<file path="config.mk">
export PLATFORM = sky130hd
export DESIGN_NAME = sac_ctrl
export DESIGN_NICKNAME = d
export VERILOG_FILES = /design/src/hw/rtl/sac_pkg.sv /design/src/hw/rtl/sac_ctrl.sv
export SDC_FILE = /design/constraint.sdc
export NUM_CORES = 1
export LEC_CHECK = 0
export BUFFER_PORTS_ARGS = -buffer_cell sky130_fd_sc_hd__buf_2
export CAP_MARGIN = 10
export CORE_AREA = 2 2 39 41
export DETAILED_ROUTE_END_ITERATION = 6
export DIE_AREA = 0 0 41 43
export PLACE_DENSITY = 0.65
export SETUP_SLACK_MARGIN = 0.05
export SYNTH_ARGS = -nofsm -noshare
export SYNTH_HDL_FRONTEND = slang
export SYNTH_SLANG_ARGS = --single-unit
</file>
<file path="constraint.sdc">
create_clock -name clock -period 2.6 [get_ports clock]
set_input_delay 0.39 -clock clock [delete_from_list [all_inputs] [get_ports clock]]
set_output_delay 0.39 -clock clock [all_outputs]
set_load 0.03 [all_outputs]
</file>
<file path="src/hw/rtl/sac_pkg.sv">
package sac_pkg;

   localparam int WAYS = 4;
   localparam int MAX_SETS = 256;
   localparam int COUNTER_BITS = 16;
   localparam int SET_W = (MAX_SETS > 1) ? $clog2(MAX_SETS) : 1;
   localparam int WAY_W = (WAYS > 1) ? $clog2(WAYS) : 1;
   localparam int MAX_SB = $clog2(MAX_SETS);
   localparam int TAG_W = 32;
   // one set row: per way valid, dirty, tag, age, uses
   localparam int ENTRY_W = 2 + TAG_W + 2 * COUNTER_BITS;
   localparam int ROW_W = ENTRY_W * WAYS;
   localparam logic [COUNTER_BITS-1:0] CNT_MAX = {COUNTER_BITS{1'b1}};

   localparam logic [1:0] REG_OFFSET_BITS = 2'd0;
   localparam logic [1:0] REG_SET_BITS = 2'd1;
   localparam logic [1:0] REG_WRITE_BACK = 2'd2;
   localparam logic [1:0] REG_REPLACE_USE = 2'd3;

   typedef struct packed {
      logic [31:0] address;
      logic mode;
   } req_type;

   typedef struct packed {
      logic hit;
      logic [1:0] way_used;
      logic memory_read;
      logic memory_write;
      logic [31:0] hit_total;
      logic [31:0] miss_total;
      logic [31:0] memory_read_total;
      logic [31:0] memory_write_total;
   } rsp_type;

   typedef struct packed {
      logic valid;
      logic dirty;
      logic [TAG_W-1:0] tag;
      logic [COUNTER_BITS-1:0] age;
      logic [COUNTER_BITS-1:0] uses;
   } entry_type;

   typedef struct packed {
      logic [3:0] offset_bits;
      logic [3:0] set_bits;
      logic write_back_mode;
      logic replace_by_use;
   } cfg_type;

   // controller commands to datapath
   typedef struct packed {
      logic capture;
      logic clear_row;
      logic [SET_W-1:0] clear_index;
      logic update;
   } cmd_type;

   typedef enum logic [3:0] {
      ST_CLEAR = 4'b0001,
      ST_IDLE = 4'b0010,
      ST_READ = 4'b0100,
      ST_UPDATE = 4'b1000
   } state_type;

endpackage

</file>
<file path="src/hw/rtl/sac_ctrl.sv">
module sac_ctrl (
   input logic clock,
   input logic reset,
   input logic start,
   output logic busy,
   output sac_pkg::cmd_type cmd
);
   sac_pkg::state_type state_ff, state_in;
   logic [sac_pkg::SET_W-1:0] clr_ff, clr_in;

   // sequence clear sweep, then read and update per access
   always_comb begin
      state_in = state_ff;
      clr_in = clr_ff;
      cmd = '0;
      cmd.clear_index = clr_ff;
      case (state_ff)
         sac_pkg::ST_CLEAR: begin
            cmd.clear_row = 1'b1;
            clr_in = clr_ff + 1'b1;
            if (clr_ff == sac_pkg::SET_W'(sac_pkg::MAX_SETS - 1)) begin
               state_in = sac_pkg::ST_IDLE;
            end
         end
         sac_pkg::ST_IDLE: begin
            if (start) begin
               cmd.capture = 1'b1;
               state_in = sac_pkg::ST_READ;
            end
         end
         sac_pkg::ST_READ: state_in = sac_pkg::ST_UPDATE;
         sac_pkg::ST_UPDATE: begin
            cmd.update = 1'b1;
            state_in = sac_pkg::ST_IDLE;
         end
         default: state_in = sac_pkg::ST_IDLE;
      endcase
   end

   assign busy = (state_ff != sac_pkg::ST_IDLE);

   always_ff @(posedge clock) begin
      if (reset) begin
         state_ff <= sac_pkg::ST_CLEAR;
         clr_ff <= '0;
      end else begin
         state_ff <= state_in;
         clr_ff <= clr_in;
      end
   end
endmodule

</file>
# Word level (Yosys, flattened, before mapping)
# Index checks and enable logic that the tools add are counted.
[totals]
out_inout_bits = 12
register_bits = 12
inputBits = 3
wordCells = 19
[op_classes]
add_sub_neg = 1
reduce_logical = 1
mux = 7
n_eq_ne = 8
[op_table]
columns = ["cell", "count"]
rows = [
  ["4-bit case mux with 3 select lines", 1],
  ["8-bit by 1-bit adder with 8-bit output (second input constant)", 1],
  ["8-bit == test (second input constant)", 1],
  ["4-bit 2-to-1 mux", 2],
  ["4-bit by 1-bit == test with 1-bit output (second input constant)", 1],
  ["4-bit by 2-bit == test with 1-bit output (second input constant)", 1],
  ["4-bit by 3-bit == test with 1-bit output (second input constant)", 1],
  ["4-bit == test (second input constant)", 1],
  ["1-bit 2-to-1 mux", 4],
  ["2-bit != test (second input constant)", 2],
  ["4-bit by 2-bit != test with 1-bit output (second input constant)", 1],
  ["2-bit AND reduction", 1],
]

# Depth between registers and ports, before layout
# Gate-level depths: netlist of the first run.
[depth]
depth_word = 3
ltp_mapped = 5
ltp_nobuf = 4

# Worst setup path after synthesis of the first run
# No wires, ideal clock.
[synth_path]
path_type = "register -> output"
startpoint = "register state_ff[3]"
endpoint = "output cmd[10] (netlist name)"
path_slack_ns = 0.604
arrival_time_ns = 1.606
path_buffers = 0
path_stages_with_launch = 3
t_required_ns = 2.210
path_cell_list = "dfxtp_1 -> or4b_2 -> nor2_1"
[synth_rtl]
columns = ["element", "line_no", "text"]
rows = [
  ["start: declaration", "sac_ctrl.sv:8", "sac_pkg::state_type state_ff, state_in;"],
  ["start signal: assignment", "sac_ctrl.sv:44", "state_ff <= sac_pkg::ST_CLEAR;"],
  ["start signal: assignment", "sac_ctrl.sv:47", "state_ff <= state_in;"],
  ["end: declaration", "sac_ctrl.sv:6", "output sac_pkg::cmd_type cmd"],
]

==> impl_metrics.yaml, run 1 <==
synthesis:
  yosysTopAreaCell: "dfxtp_1"
  syn-num-nets: 64
  seq_area_frac_synth: 0.444
  netlist_area_um2: 541
  yosysTopAreaCellShare: 0.444
  syn_inst: 60
  yosys_warnings: 0
  ys_ff_latch: 12
  ys_types: 25
  synth.avg_cell_area_um2: 9.01
  synthTopCellsByArea: "dfxtp_1 44%, a21oi_1 4.6%, mux2_2 4.2%"
pwr:
  vdd_drop_max_mv: 0.340
  p_leak_uw: 0.000255
  powerDensity_nw_per_um2: 746
run_status:
  status: "completed"
finish:
  layout_common_cells: "14 x buf_2, 12 x dfxtp_1, 5 x inv_1, 5 x a21oi_1, 4 x nor2_1"
  layout_commonest_cell: "buf_2"
  fin_nets: 81
  synthToLayoutAreaGrowth_pct: 19.2
  fillers: 142
  drive_gt1_frac: 0.267
  antennaDiodeCount: 0
placed_design:
  port_buffers: 14
  hpwl_um: 733
  pre_cts_slack_ps: 758
  gp_congestion: 0.753
worst_setup_path:
  critPathLaunchType: "flip-flop"
  reg2reg_slack_ps: 760
  arrival_ps: 1750
  end_kind: "output port"
  worstPathRequired_ps: 2210
  critical_path_class: "flip-flop to output port"
  path_max_fanout: 10
timing:
  drv_slew: 0
  fin_hold_ws_ps: 342
  slew_headroom: 0.824
  max_freq_mhz: 468
  rsz0062_at_grt: "no"
  worstMarginPinSlew_ps: 260
  period_minus_slack_ps: 2140
  tns_ps: 0
  period_share: 0.822
  setup_viol: 0
  finalClockSkew_ps: 3.51
  hold_viol: 0
  worst_slack_ps: 464
clocking:
  cts.sinks: 12
  postCtsSetupRepairBufs: 0
  cts_buffers: 3
  root_buffer: "clkbuf_4"
  cts_resized: 0
  cts.clk_slew.worst_paths_ps: 70
  ctsHoldBuffers: 0
  tritoncts: "built"
  ctsHtreeMaxLevel: 1
  cts_buffer_depth: 2
  clock_latency_ps: 260
routing:
  drt-total-wl_mm: 1.01
  wire_per_inst_um: 11.1
  routed-via-count: 468
  viasPerCell: 5.14
  postRouteAntennaNets: 0
  drcViolationCount: 0
  drt_iter0_markers: 12
  first_pass_iters: 4
floorplan:
  die_area_um2: 1760
  die_width_um: 41
  io_pins: 15
  initial_core_util: 0.391
  die_height_um: 43
  core.rowCount: 14
  core_region_area_um2: 1380
grt:
  overflow: 0
  grt_max_degree: 16
  antenna_found_initial: 0
  grt_usage: 0.145
  grt_pass1_wl_mm: 1.75
  grt_pass1_vias: 428
run:
  drv_cap: 0
worst_hold_path:
  holdCritPathClass: "input pin to flip-flop"
==> critical path: stages (launching register included) <==
cell     delay (ps)
dfxtp_1         340
or4b_1          680
inv_1           230
buf_2           230
==> cell usage after synthesis, drive strengths merged <==
| master | number |
|---|---|
| dfxtp | 12 |
| a21oi | 5 |
| inv | 5 |
| nor2 | 4 |
| nand2 | 3 |
| o31ai | 3 |
| or4 | 3 |
| mux2 | 2 |
| nand3 | 2 |
| nand4 | 2 |
| nor2b | 2 |
| nor3 | 2 |
| nor4 | 2 |
| or4b | 2 |
| xnor2 | 2 |
| buf | 1 |
| clkbuf | 1 |
| ha | 1 |
| nand2b | 1 |
| nand4b | 1 |
| nor4b | 1 |
| o21ai | 1 |
| o22a | 1 |
| o32ai | 1 |
==> path summary, 6_finish.rpt <==
path,start,to,depth (start not counted)
max,state_ff[3],cmd[9],3
min,start,state_ff[1],2
min reg2reg,state_ff[0],state_ff[3],1
max reg2reg,state_ff[3],clr_ff[7],3
==> metrics by stage <==
step	area (um^2)	instances	power, uW	util
2_1_floorplan	541	60	340	-
3_3_place_gp	622	88	374	0.449
6_report	644	91	481	0.466
4_1_cts	644	91	483	0.466
3_5_place_dp	622	88	374	0.449
5_1_grt	644	91	509	0.466
==> layer usage <==
layer,track usage,wire [um],up-vias
li1,-,-,253
met1,0.209,507,206
met2,0.181,459,7
met3,0.0314,36,2
met4,0.100,10,0
met5,0,0,-
==> report_power, final <==
group	switching (uW)	internal, uW
Sequential	23.2	205
Clock	57.4	53.4
Combinational	97.4	44.9
==> sequential cells by signal, indices dropped and copies added, names as in the netlist <==
name	count
state_ff	4
clr_ff	8
==> cell type report <==
class | instances | area (um^2) | area share
inverter | 5 | 18.8 | 0.0291
tap | 16 | 20.0 | 0.0311
sequential | 12 | 240 | 0.373
multi-input combinational | 41 | 273 | 0.423
timing repair buffer | 14 | 70.1 | 0.109
clock buffer | 3 | 22.5 | 0.0350
==> cell families (layout without fill, tap and decap cells) <==
family                   count (synthesis)  in the layout  synth area share
flip-flops                              12             12             0.444
adder cells (fa/ha/maj)                  1              1            0.0231
XOR/XNOR                                 2              2            0.0324
buffers and inverters                    7             22            0.0509
multiplexers                             2              2            0.0417
AO/OA/AOI/OAI                           11             11             0.130
AND/OR/NAND/NOR                         25             25             0.278
(Power assumes the default switching activity.)
==> inputs of run 2 (changes only) <==
Settings changed: PLACE_DENSITY 0.65 to 0.67.
Clock period 2.6 ns to 1.8 ns, I/O delays scaled along.
==> run 2 against run 1 <==
Non-clock buffer count rose by 7. Wire length rose by 14%. Setup slack got worse by 450 ps. Count of clock-buffer cells in the layout rose by 1. Final area rose by 18%. Critical path depth rose by 1. Sequential power rose by 42%.
==> impl_metrics.yaml, run 2 (same netlist as run 1, synthesis figures left out) <==
finish:
  layout_common_cells: "11 x buf_2, 10 x dfxtp_1, 6 x buf_6"
  largest_register_ffs: 8
  finalCoreUtilization: 0.551
  largest_registers: "clr_ff x8, state_ff x4"
  regMostFlops: "clr_ff"
  fillers: 126
  regArea_um2: 243
  antennaDiodeCount: 0
  drive_gt1_frac: 0.398
  synthToLayoutAreaGrowth_pct: 41.0
  multiInputGateArea_um2: 288
  fin_nets: 88
  layout_commonest_cell: "buf_2"
timing:
  rsz0062_at_grt: "yes"
  setup_viol: 0
  hold_viol: 0
  slew_headroom: 0.809
  period_share: 0.990
  drv_slew: 0
  tns_ps: 0
  finalClockSkew_ps: 1.98
  max_freq_mhz: 561
  period_minus_slack_ps: 1780
  worst_slack_ps: 18.3
  fin_hold_ws_ps: 218
  worstMarginPinSlew_ps: 284
clocking:
  cts.sinks: 12
  tritoncts: "built"
  ctsHtreeMaxLevel: 1
  root_buffer: "clkbuf_4"
  cts.clk_slew.worst_paths_ps: 70
  cts_buffer_depth: 2
  ctsHoldBuffers: 0
  clock_latency_ps: 260
  cts_buffers: 3
worst_setup_path:
  crit_chain: "buf_4, or4b_4, nor2_4, buf_6"
  path_max_fanout: 4
  end_kind: "output port"
  critPathSlowestCell: "or4b_4"
  arrival_ps: 1510
  worstPathRequired_ps: 1530
  critPathLaunchType: "flip-flop"
  critPathMaxStageDelay_ps: 560
  critical_path_class: "flip-flop to output port"
  critPathTopFamily: "simple AND/OR/NAND/NOR gates"
  critPathBufInv: 2
floorplan:
  initial_core_util: 0.391
  die_area_um2: 1760
  io_pins: 15
  die_width_um: 41
  die_height_um: 43
  core.rowCount: 14
  core_region_area_um2: 1380
routing:
  wire_per_inst_um: 11.6
  viasPerCell: 5.36
  drt_iter0_markers: 16
  first_pass_iters: 4
  postRouteAntennaNets: 0
  drt-total-wl_mm: 1.15
  routed-via-count: 531
  drcViolationCount: 0
grt:
  antenna_found_initial: 0
  grt_pass1_vias: 465
  grt_pass1_wl_mm: 1.95
  grt_max_degree: 16
  grt_usage: 0.156
  overflow: 0
pwr:
  vdd_drop_max_mv: 0.653
  total_power_uw: 829
  powerDensity_nw_per_um2: 1090
  p_leak_uw: 0.000308
run:
  drv_cap: 0
placed_design:
  pre_cts_slack_ps: 68.3
  hpwl_um: 779
  gp_congestion: 0.700
  port_buffers: 14
run_status:
  status: "completed"
worst_hold_path:
  holdCritPathClass: "input pin to flip-flop"
==> run 2: stage by stage <==
step | std cells | cell area [um^2]
global route | 99 | 762
CTS | 99 | 747
detailed placement | 93 | 666
finish | 99 | 762
floorplan | 60 | 547
global placement | 93 | 666
==> run 2: what timing repair did <==
item,in CTS,in global routing
gates cloned,0,0
pin swaps,2,1
setup buffers,2,0
endpoints found under the setup margin,3,4
resized for setup,9,6
==> run 2: per-layer routing <==
metal / share of wire / GRT usage
met5: 0 / 0
met2: 0.48 / 0.225
met4: 0.011 / 0.0600
met1: 0.44 / 0.221
met3: 0.063 / 0.0314
==> run 2: path summary, 6_finish.rpt <==
check                            startpoint          end  slack [ps]  cells past startpoint
worst min-delay path                  start  state_ff[1]         220                      2
worst min register to register    clr_ff[1]    clr_ff[1]         490                      2
worst max-delay path            state_ff[2]      cmd[10]          20                      4
worst max register to register  state_ff[2]    clr_ff[4]          80                      6
==> run 2: layout make-up <==
class / instances / share of cell area
Inverter: 5 / 0.0296
Multi-Input combinational cell: 41 / 0.378
Tap cell: 16 / 0.0263
Clock buffer: 4 / 0.0476
Sequential cell: 12 / 0.319
Timing Repair Buffer: 21 / 0.200
==> run 2: power by group <==
group	switching (uW)	total [uW]	internal, uW
combinational	167	296	128
sequential	26.5	324	297
clock	86.7	209	123
==> inputs of run 3 (changes only) <==
Settings changed: CTS_BUF_LIST from default to sky130_fd_sc_hd__clkbuf_16.
==> run 3 against run 2 <==
Power rose by 26%. Critical path depth did not move. Register-to-register slack barely moved. Flip-flop and latch count did not move. Global-route usage rose by 1.6 points. Count of clock-buffer cells in the layout fell by 1. Setup slack improved by 28 ps. Non-clock buffer count rose by 4. Fmax rose by 1.6%. Final area rose by 8.7%. Critical endpoint unchanged. Highest routed layer unchanged.
==> impl_metrics.yaml, run 3 (same netlist as run 1, synthesis figures left out) <==
run_status:
  status: "completed"
clocking:
  cts_buffers: 3
  cts.clk_slew.worst_paths_ps: 40
  cts.sinks: 12
  ctsHoldBuffers: 0
  root_buffer: "clkbuf_16"
  tritoncts: "built"
  ctsHtreeMaxLevel: 1
  cts_buffer_depth: 2
  clock_latency_ps: 240
routing:
  postRouteAntennaNets: 0
  drt-total-wl_mm: 1.23
  routed-via-count: 557
  wire_per_inst_um: 11.9
  drt_iter0_markers: 25
  first_pass_iters: 4
  viasPerCell: 5.41
  drcViolationCount: 0
grt:
  grt_pass1_wl_mm: 2.01
  antenna_found_initial: 0
  grt_usage: 0.172
  overflow: 0
  grt_max_degree: 16
  grt_pass1_vias: 465
timing:
  rsz0062_at_grt: "yes"
  tns_ps: 0
  max_freq_mhz: 570
  finalClockSkew_ps: 1.53
  period_minus_slack_ps: 1750
  hold_viol: 0
  worst_slack_ps: 46.2
  slew_headroom: 0.816
  period_share: 0.974
  drv_slew: 0
  worstMarginPinSlew_ps: 273
  setup_viol: 0
worst_setup_path:
  arrival_ps: 1480
  critical_path_class: "flip-flop to output port"
  reg2reg_slack_ps: 80
  path_max_fanout: 4
  worstPathRequired_ps: 1530
  timing.rr.end: "clr_ff[3]"
  startpoint: "state_ff[0]"
  reg2reg_from: "state_ff[1]"
  ff2ff_path_depth: 6
  critPathLaunchType: "flip-flop"
  end_kind: "output port"
  endpoint: "cmd[10]"
pwr:
  p_int_uw: 737
  powerDensity_nw_per_um2: 1260
  pwr-share-comb: 0.305
  p_leak_uw: 0.000338
  switching_share: 0.296
  total_power_uw: 1050
  power.switching_uw: 310
  seqPwrFrac: 0.312
  pwr-share-clk: 0.383
  vdd_drop_max_mv: 0.797
floorplan:
  io_pins: 15
  core.rowCount: 14
  die_area_um2: 1760
  initial_core_util: 0.391
  die_height_um: 43
  die_width_um: 41
  core_region_area_um2: 1380
run:
  drv_cap: 0
placed_design:
  hpwl_um: 779
  gp_congestion: 0.700
  pre_cts_slack_ps: 68.3
  port_buffers: 14
  placed_cell_area_um2: 666
finish:
  synthToLayoutAreaGrowth_pct: 53.2
  drive_gt1_frac: 0.414
  multiInputGateArea_um2: 288
  antennaDiodeCount: 0
  layout_common_cells: "12 x buf_2, 10 x dfxtp_1, 8 x buf_4"
  largest_register_ffs: 8
  final_area_um2: 828
  fillers: 112
  layout_commonest_cell: "buf_2"
  fin_nets: 92
  regArea_um2: 243
  largest_registers: "clr_ff x8, state_ff x4"
  regMostFlops: "clr_ff"
worst_hold_path:
  holdCritPathClass: "input pin to flip-flop"
[run 3: changes by cell type in the layout (fill, tap and decap cells not counted), sizes merged]
cell    before  now
clkinv       0    1
clkbuf       4    3
buf         21   25
[run 3: layer usage]
| layer | global-route usage | vias up | wire length [um] |
|---|---|---|---|
| li1 | - | 276 | - |
| met3 | 0.0471 | 4 | 76 |
| met4 | 0.120 | 0 | 42 |
| met5 | 0 | - | 0 |
| met1 | 0.235 | 252 | 551 |
| met2 | 0.225 | 25 | 559 |
[run 3: through the flow]
step | cells | util | hold slack (ps)
3_3_place_gp | 93 | 0.481 | 478
6_report | 103 | 0.599 | 259
3_5_place_dp | 93 | 0.481 | 487
4_1_cts | 99 | 0.563 | 255
2_1_floorplan | 60 | - | 393
5_1_grt | 103 | 0.599 | 282
[run 3: area by class of cell]
cell class,instances,share of cell area
Timing Repair Buffer,25,0.213
Clock buffer,3,0.0906
Sequential cell,12,0.293
Clock inverter,1,0.00453
Multi-Input combinational cell,41,0.347
Tap cell,16,0.0242
Inverter,5,0.0272
[run 3: worst min-delay path by stage]
stage | from | end | slack (ps) | cells past startpoint
global route | start | state_ff[1] | 280 | 2
finish | start | state_ff[1] | 260 | 2
global placement | clr_ff[1] | clr_ff[1] | 480 | 2
CTS | start | state_ff[1] | 260 | 2
floorplan | start | state_ff[1] | 390 | 1
detailed placement | clr_ff[5] | clr_ff[5] | 490 | 2
[run 3: timing repair]
| action | in CTS | in global routing |
|---|---|---|
| buffers inserted | 2 | 4 |
| gates cloned | 0 | 0 |
| pin swaps | 1 | 2 |
| endpoints found under the setup margin | 3 | 3 |
| resized for setup | 6 | 6 |
[run 3: power groups by stage]
stage,registers [uW],clock network (uW),logic [uW]
floorplan,373,0,123
global placement,327,0,237
detailed placement,328,0,238
CTS,324,408,282
global route,331,424,341
finish,327,401,319
[run 3: critical path, stage by stage (launching register included)]
cell	delay, ps
dfxtp_2	320
buf_6	110
or4b_4	570
nor2_4	120
buf_6	130
